===== config.mk =====
export PLATFORM = sky130hd
export DESIGN_NAME = ffa_ctrl
export DESIGN_NICKNAME = d
export VERILOG_FILES = /design/src/ffa_pkg.sv /design/src/ffa_ctrl.sv
export SDC_FILE = /design/constraint.sdc
export NUM_CORES = 1
export LEC_CHECK = 0
export BUFFER_PORTS_ARGS = -buffer_cell sky130_fd_sc_hd__clkbuf_2
export CAP_MARGIN = 20
export CORE_ASPECT_RATIO = 1.75
export CORE_UTILIZATION = 36
export CTS_CLUSTER_SIZE = 28
export DETAILED_ROUTE_END_ITERATION = 10
export PLACE_DENSITY = 0.63
export SYNTH_ARGS = -nofsm -noshare
export SYNTH_HDL_FRONTEND = slang
export SYNTH_SLANG_ARGS = --single-unit

===== constraint.sdc =====
create_clock -name clk -period 2 [get_ports clk]
set_clock_uncertainty 0.15 [all_clocks]
set_input_delay 0.1 -clock clk [delete_from_list [all_inputs] [get_ports clk]]
set_output_delay 0.1 -clock clk [all_outputs]
set_load 0.01 [all_outputs]

===== src/ffa_pkg.sv =====
// Shared types and constants of the first-fit chunk heap allocator.
// No dependencies; imported by the controller, datapath and top level.
`default_nettype none
package ffa_pkg;

	localparam int CHUNK_BYTES = 32;
	localparam int FIRST_DATA_BYTES = 16;
	localparam int JUMP_BYTES = 1024;
	localparam int HEAP_CHUNKS = 4096;
	localparam int HDR_BYTES = CHUNK_BYTES - FIRST_DATA_BYTES;
	localparam int GUARD_CHUNKS = JUMP_BYTES / CHUNK_BYTES;
	localparam int CHUNK_SHIFT = $clog2(CHUNK_BYTES);
	localparam int JUMP_SHIFT = $clog2(JUMP_BYTES);
	localparam int ADDR_W = $clog2(HEAP_CHUNKS);
	localparam int LEN_W = 13;
	localparam int SIZE_W = 18;
	localparam int OFF_W = 17;
	localparam int TASK_W = 8;
	localparam int NEED_W = 14;
	localparam logic [LEN_W-1:0] LIMIT_RESET = 13'd4096;

	typedef enum logic [1:0] {
		CMD_ALLOC     = 2'd0,
		CMD_FREE      = 2'd1,
		CMD_FREE_TASK = 2'd2,
		CMD_RELEASE   = 2'd3
	} cmd_code_t;

	typedef enum logic [2:0] {
		ST_DONE       = 3'd0,
		ST_OOM        = 3'd1,
		ST_EMPTY      = 3'd2,
		ST_OUTSIDE    = 3'd3,
		ST_MISALIGNED = 3'd4,
		ST_ALREADY    = 3'd5
	} status_t;

	typedef enum logic [1:0] {
		RD_NONE,
		RD_CUR,
		RD_J,
		RD_IDX
	} rd_sel_t;

	typedef enum logic [2:0] {
		WR_NONE,
		WR_MERGE,
		WR_CLEAR,
		WR_FREE,
		WR_SPLIT,
		WR_TAKE,
		WR_GROW
	} wr_sel_t;

	typedef struct packed {
		logic [LEN_W-1:0]  len;
		logic [SIZE_W-1:0] used;
		logic [TASK_W-1:0] owner;
	} hdr_t;

	// controller -> datapath
	typedef struct packed {
		logic    load;
		logic    cur_clr;
		rd_sel_t rd;
		logic    adv;
		logic    acc_start;
		logic    acc_add;
		wr_sel_t wr;
		logic    end_to_last;
		logic    set_status;
		status_t status;
		logic    publish;
	} dp_cmd_t;

	// datapath -> controller
	typedef struct packed {
		cmd_code_t cmd;
		logic      started;
		logic      cur_lt_end;
		logic      j_lt_end;
		logic      d_free;
		logic      fit;
		logic      split;
		logic      grow_ok;
		logic      owner_match;
		logic      off_outside;
		logic      misal;
		logic      cur_lt_idx;
		logic      cur_eq_idx;
		logic      last_free;
	} dp_stat_t;

endpackage
`default_nettype wire


===== src/ffa_ctrl.sv =====
// Allocator controller: sequences header walks, merges, growth and handshakes.
// Depends on ffa_pkg.
`default_nettype none
module ffa_ctrl (
	input  wire                      clk,
	input  wire                      arst_n,
	input  wire                      in_valid,
	output logic                     in_ready,
	output logic                     out_valid,
	input  wire                      out_ready,
	input  ffa_pkg::dp_stat_t        stat,
	output ffa_pkg::dp_cmd_t         cmd
);
	import ffa_pkg::*;

	typedef enum logic [17:0] {
		S_IDLE     = 18'b000000000000000001,
		S_DISPATCH = 18'b000000000000000010,
		S_SRCH     = 18'b000000000000000100,
		S_SRCH_D   = 18'b000000000000001000,
		S_TAKE     = 18'b000000000000010000,
		S_FWALK    = 18'b000000000000100000,
		S_FWALK_D  = 18'b000000000001000000,
		S_FCHK     = 18'b000000000010000000,
		S_TWALK    = 18'b000000000100000000,
		S_TWALK_D  = 18'b000000001000000000,
		S_MCHK     = 18'b000000010000000000,
		S_MCHK_D   = 18'b000000100000000000,
		S_MJ       = 18'b000001000000000000,
		S_MJ_D     = 18'b000010000000000000,
		S_LWALK    = 18'b000100000000000000,
		S_LWALK_D  = 18'b001000000000000000,
		S_DONE     = 18'b010000000000000000,
		S_SPARE    = 18'b100000000000000000
	} state_t;

	// where a merge pass continues
	typedef enum logic [1:0] {
		RET_DONE,
		RET_OOM,
		RET_ALLOC,
		RET_REL
	} ret_t;

	state_t state_q, state_d;
	ret_t   ret_q, ret_d;
	logic   out_valid_q;

	assign in_ready = state_q == S_IDLE;
	assign out_valid = out_valid_q;

	always_comb begin
		cmd = '0;
		state_d = state_q;
		ret_d = ret_q;
		unique case (state_q)
			S_IDLE: begin
				if (in_valid) begin
					cmd.load = 1'b1;
					state_d = S_DISPATCH;
				end
			end
			S_DISPATCH: begin
				cmd.cur_clr = 1'b1;
				if (stat.cmd == CMD_ALLOC) begin
					if (stat.started) begin
						state_d = S_SRCH;
					end else if (stat.grow_ok) begin
						cmd.wr = WR_GROW;
						state_d = S_SRCH;
					end else begin
						cmd.set_status = 1'b1;
						cmd.status = ST_OOM;
						state_d = S_DONE;
					end
				end else if (!stat.started) begin
					cmd.set_status = 1'b1;
					cmd.status = ST_EMPTY;
					state_d = S_DONE;
				end else begin
					case (stat.cmd)
						CMD_FREE: begin
							if (stat.off_outside) begin
								cmd.set_status = 1'b1;
								cmd.status = ST_OUTSIDE;
								state_d = S_DONE;
							end else if (stat.misal) begin
								cmd.set_status = 1'b1;
								cmd.status = ST_MISALIGNED;
								state_d = S_DONE;
							end else begin
								state_d = S_FWALK;
							end
						end
						CMD_FREE_TASK: state_d = S_TWALK;
						default: begin
							ret_d = RET_REL;
							state_d = S_MCHK;
						end
					endcase
				end
			end
			S_SRCH: begin
				if (stat.cur_lt_end) begin
					cmd.rd = RD_CUR;
					state_d = S_SRCH_D;
				end else begin
					cmd.cur_clr = 1'b1;
					state_d = S_MCHK;
					if (stat.grow_ok) begin
						cmd.wr = WR_GROW;
						ret_d = RET_ALLOC;
					end else begin
						ret_d = RET_OOM;
					end
				end
			end
			S_SRCH_D: begin
				if (stat.fit) begin
					if (stat.split) begin
						cmd.wr = WR_SPLIT;
						state_d = S_TAKE;
					end else begin
						cmd.wr = WR_TAKE;
						state_d = S_DONE;
					end
				end else begin
					cmd.adv = 1'b1;
					state_d = S_SRCH;
				end
			end
			S_TAKE: begin
				cmd.wr = WR_TAKE;
				state_d = S_DONE;
			end
			S_FWALK: begin
				if (stat.cur_lt_idx) begin
					cmd.rd = RD_CUR;
					state_d = S_FWALK_D;
				end else if (!stat.cur_eq_idx) begin
					cmd.set_status = 1'b1;
					cmd.status = ST_MISALIGNED;
					state_d = S_DONE;
				end else begin
					cmd.rd = RD_IDX;
					state_d = S_FCHK;
				end
			end
			S_FWALK_D: begin
				cmd.adv = 1'b1;
				state_d = S_FWALK;
			end
			S_FCHK: begin
				if (stat.d_free) begin
					cmd.set_status = 1'b1;
					cmd.status = ST_ALREADY;
					state_d = S_DONE;
				end else begin
					cmd.wr = WR_FREE;
					cmd.cur_clr = 1'b1;
					ret_d = RET_DONE;
					state_d = S_MCHK;
				end
			end
			S_TWALK: begin
				if (stat.cur_lt_end) begin
					cmd.rd = RD_CUR;
					state_d = S_TWALK_D;
				end else begin
					cmd.cur_clr = 1'b1;
					ret_d = RET_DONE;
					state_d = S_MCHK;
				end
			end
			S_TWALK_D: begin
				cmd.adv = 1'b1;
				if (!stat.d_free && stat.owner_match) begin
					cmd.wr = WR_CLEAR;
				end
				state_d = S_TWALK;
			end
			S_MCHK: begin
				if (stat.cur_lt_end) begin
					cmd.rd = RD_CUR;
					state_d = S_MCHK_D;
				end else begin
					case (ret_q)
						RET_OOM: begin
							cmd.set_status = 1'b1;
							cmd.status = ST_OOM;
							state_d = S_DONE;
						end
						RET_ALLOC: begin
							cmd.cur_clr = 1'b1;
							state_d = S_SRCH;
						end
						RET_REL: begin
							cmd.cur_clr = 1'b1;
							state_d = S_LWALK;
						end
						default: state_d = S_DONE;
					endcase
				end
			end
			S_MCHK_D: begin
				if (stat.d_free) begin
					cmd.acc_start = 1'b1;
					state_d = S_MJ;
				end else begin
					cmd.adv = 1'b1;
					state_d = S_MCHK;
				end
			end
			S_MJ: begin
				if (stat.j_lt_end) begin
					cmd.rd = RD_J;
					state_d = S_MJ_D;
				end else begin
					cmd.wr = WR_MERGE;
					state_d = S_MCHK;
				end
			end
			S_MJ_D: begin
				if (stat.d_free) begin
					cmd.acc_add = 1'b1;
					state_d = S_MJ;
				end else begin
					cmd.wr = WR_MERGE;
					state_d = S_MCHK;
				end
			end
			S_LWALK: begin
				if (stat.cur_lt_end) begin
					cmd.rd = RD_CUR;
					state_d = S_LWALK_D;
				end else begin
					cmd.end_to_last = stat.last_free;
					state_d = S_DONE;
				end
			end
			S_LWALK_D: begin
				cmd.adv = 1'b1;
				state_d = S_LWALK;
			end
			S_DONE: begin
				if (!out_valid_q || out_ready) begin
					cmd.publish = 1'b1;
					state_d = S_IDLE;
				end
			end
			default: state_d = S_IDLE;
		endcase
	end

	always_ff @(posedge clk or negedge arst_n) begin
		if (!arst_n) begin
			state_q <= S_IDLE;
			ret_q <= RET_DONE;
			out_valid_q <= 1'b0;
		end else begin
			state_q <= state_d;
			ret_q <= ret_d;
			if (cmd.publish) begin
				out_valid_q <= 1'b1;
			end else if (out_ready) begin
				out_valid_q <= 1'b0;
			end
		end
	end

endmodule
`default_nettype wire


==> run summary <==
LOGIC SYNTHESIS
--------------------------------------------------------------------------------
Number of enable-type register cells in the synthesized netlist                0
Synthesis warning total                                                        0
Cell count after synthesis                                                   177
Fraction of synthesized cell area taken by the top area cell type          29.6%
Synth area leaders                                                  sky130_fd_sc_hd__dfrtp_1, sky130_fd_sc_hd__nor4_4, sky130_fd_sc_hd__nand2b_1
Most used standard cells in the synthesized netlist                 sky130_fd_sc_hd__dfrtp_1, sky130_fd_sc_hd__nand2_1, sky130_fd_sc_hd__nor2_1, sky130_fd_sc_hd__nor3_1, sky130_fd_sc_hd__nand2b_1
Syn nets                                                                     199
Fraction of registers with async set or reset after synthesis               100%
Post-synth design cell area                                         0.00161 mm^2
Flop and latch count out of synthesis                                         20
Primary flip-flop cell chosen by synthesis mapping                  sky130_fd_sc_hd__dfrtp_1
Post-Synthesis Mean Instance Area                                      9.07 um^2
Distinct cell type count of the synthesized netlist                           54
Synth area leader                                                   sky130_fd_sc_hd__dfrtp_1
Sequential fraction of the synthesis area                                  31.3%
Library cell with the highest instance count after synthesis        sky130_fd_sc_hd__dfrtp_1

CRITICAL PATH
--------------------------------------------------------------------------------
Category of the most critical setup path                              reg -> out
CP Data Required Time                                                    1750 ps
Crit start category                                                     register
Highest net fanout along the worst path                                        3
Critical path's largest stage delay                                       410 ps
Worst reg2reg path startpoint                                        state_q[16]
Crit. End Element                                                   primary output
Worst Setup SP                                                       state_q[16]
Reg-to-reg slack, setup                                                  -270 ps
Cell class contributing the biggest share of worst-path delay       simple AND/OR/NAND/NOR gates
Sum of buffers and inverters on the critical path                              2
Ordered list of cells on the worst path                             buf_4 > nor4_2 > nand4_4 > or2_4 > nor4b_4 > a21bo_1 > buf_2
Worst EP arrival                                                         2220 ps
Critical Path Slowest Stage Cell                                    sky130_fd_sc_hd__dfrtp_1

GRT
--------------------------------------------------------------------------------
Antenna violations before repair                                               0
GRT Resource Usage Total                                                   27.6%
Vias in the first global route                                              1976
Wire length of the first global-routing pass                             9.53 mm
GR Overflow Total                                                              0
Pin count of the biggest net entering global routing                          21

TIMING
--------------------------------------------------------------------------------
Final Max Slew Viols                                                           0
Headroom to the max-slew limit                                             64.6%
Share of the cycle needed by the critical path after routing                124%
RSZ-0062 raised after global routing                                         yes
Hold Violations, Final                                                         0
Final critical-path required period                                      2470 ps
# setup viols final                                                           27
Highest Clock Rate                                                       404 MHz
Worst path setup slack after routing                                     -473 ps
Transition time at the pin with the least slew margin                     531 ps

RUN STATUS
--------------------------------------------------------------------------------
Run status                                                          finished with violations
Violations in the final reports                                     setup timing

PLACE
--------------------------------------------------------------------------------
Number of buffer cells added on primary ports                                 36
RD Place Congestion                                                        0.964
Placed Cells incl. Taps                                                      322
DP Worst Slack                                                           -271 ps
DPL Wire Length                                                          4.53 mm

RUN
--------------------------------------------------------------------------------
Max-cap check violation count                                                  0

POWER AND IR DROP
--------------------------------------------------------------------------------
Switch Pwr                                                                845 uW
Comb pwr share                                                             59.6%
Part of the power in registers                                             25.3%
Pint                                                                     1270 uW
Clock network power share                                                  15.1%
PnR Total Power                                                          2110 uW
Worst IR drop on VDD                                                      722 uV
Proportion of total power due to net switching                             40.0%
Leakage power                                                         0.00143 uW
PwrDens                                                              737 mW/mm^2

CLOCK NETWORK
--------------------------------------------------------------------------------
CTS tree                                                                     yes
Buffer cell driving the clock tree root                             sky130_fd_sc_hd__clkbuf_8
Number of buffers between clock root and the deepest sink                      2
Clock Latency Late Sink                                                   270 ps
Sink Count                                                                    20
H-Tree Depth                                                                   1
CTS clk-pin slew, worst paths                                              80 ps
Number of buffers created by CTS                                               3

DETAILED ROUTING
--------------------------------------------------------------------------------
Final wirelength                                                         6.75 mm
Number of DRC violations after detailed-routing iteration 0                   77
Total iterations of the first detailed-routing run                             4
Post-route DRC                                                                 0
Mean routed wirelength per cell                                          19.5 um
Via-to-Cell Ratio                                                           5.85
Total via count after detailed routing                                      2024
Post-route antenna net violation count                                         0

WORST HOLD PATH
--------------------------------------------------------------------------------
Class of the tightest hold or removal check                            in -> reg
Source of the worst hold timing path                                     stat[3]

FLOORPLAN
--------------------------------------------------------------------------------
Top Ports                                                                     37
Die Outline Area                                                    0.00474 mm^2
Initial Utilization                                                        38.3%
Overall die width                                                        52.5 um
Standard cell core area                                             0.00419 mm^2
Row Count                                                                     31
Die span in y                                                            90.3 um

FINISH
--------------------------------------------------------------------------------
Area Overhead vs Synth                                                     78.7%
Layout cells sized above 1                                                 60.9%
Post-route insts no fill                                                     346
Final Util                                                                 68.5%
Filler cells                                                                 325
Net count, final                                                             320
ANT cells                                                                      0

==> power by group through the flow <==
stage          Sequential, uW  Clock (uW)  Combinational [uW]
3_3_place_gp              521           0                 867
4_1_cts                   525         312                1060
6_report                  536         319                1260
5_1_grt                   539         329                1330
2_1_floorplan             520           0                 452
3_5_place_dp              523           0                 872
==> layout make-up <==
class / instances / area (um^2) / share of cell area (%)
Inverter: 8 / 30.0 / 1.05
Tap cell: 49 / 61.3 / 2.14
Timing Repair Buffer: 116 / 867 / 30.2
Sequential cell: 20 / 505 / 17.6
Clock buffer: 4 / 55.1 / 1.92
Multi-Input combinational cell: 149 / 1350 / 47.1
==> stage by stage <==
step	setup TNS, ps	cell area, um^2	hold slack, ps
after floorplan	-15.0	1610	-346
after global placement	-4020	2300	-48.8
after detailed placement	-3700	2300	-54.5
after CTS	-6290	2690	22.7
after global routing	-9810	2870	61.6
final	-7850	2870	34.0
==> cell families (layout without fill, tap and decap cells) <==
logic type / Yosys count / in the layout / synth area share [%]
compound gates: 36 / 36 / 16.2
fa+ha+maj: 3 / 3 / 2.34
xor+xnor: 1 / 1 / 0.546
buf+inv: 8 / 128 / 1.87
flops: 20 / 20 / 31.3
simple gates: 109 / 109 / 47.8
==> layout by cell type, fill, tap and decap left out, drive strengths merged, types with 4 or more instances in the layout <==
cell	synthesis	final
inv	8	8
nor2b	4	4
dfrtp	19	19
clkbuf	0	27
nor3	12	12
buf	0	87
nor2	12	12
o21ai	8	8
nor3b	4	4
nand2	12	12
nand4	4	4
nand2b	11	11
and2	7	7
a21oi	4	4
nand3	6	6
dlygate4sd3	0	6
and3	8	8
nor4	11	11
==> final timing paths <==
path                       cells past startpoint    endpoint
min                                            3  state_q[5]
min reg2reg                                    1  state_q[2]
max in group asynchronous                      2  state_q[3]
min in group asynchronous                      2  state_q[5]
max                                            7      cmd[3]
max reg2reg                                   10    ret_q[1]
==> metal layers <==
| layer | up-vias | wire length (um) | part of all wire, % | track usage, % |
|---|---|---|---|---|
| met5 | - | 0 | 0 | 0 |
| met4 | 0 | 434 | 6.4 | 18.0 |
| met3 | 34 | 265 | 3.9 | 3.54 |
| met2 | 78 | 3660 | 54 | 49.8 |
| met1 | 989 | 2390 | 35 | 27.3 |
| li1 | 923 | - | - | - |
==> state kept, by name (all words and copies together) (netlist names) <==
name / count
state_q: 17
ret_q: 2
out_valid: 1
==> worst register-to-register path, stage by stage (launching register included) <==
cell	delay [ps]
sky130_fd_sc_hd__dfrtp_1	410
sky130_fd_sc_hd__buf_4	170
sky130_fd_sc_hd__nor4_2	380
sky130_fd_sc_hd__nand4_4	170
sky130_fd_sc_hd__buf_6	150
sky130_fd_sc_hd__o22ai_4	190
sky130_fd_sc_hd__buf_6	130
sky130_fd_sc_hd__buf_6	80
sky130_fd_sc_hd__buf_6	90
sky130_fd_sc_hd__o2bb2ai_4	120
sky130_fd_sc_hd__a22oi_2	90
==> what timing repair did <==
| item | 4_1_cts | 5_1_grt |
|---|---|---|
| setup buffers | 13 | 11 |
| resized for setup | 45 | 49 |
| hold buffers | 6 | 0 |
| cloned | 0 | 0 |
| pin swaps | 18 | 23 |
| endpoints found under the hold margin | 25 | 0 |
| setup endpoints to repair | 26 | 30 |
(Power assumes the default switching activity.)
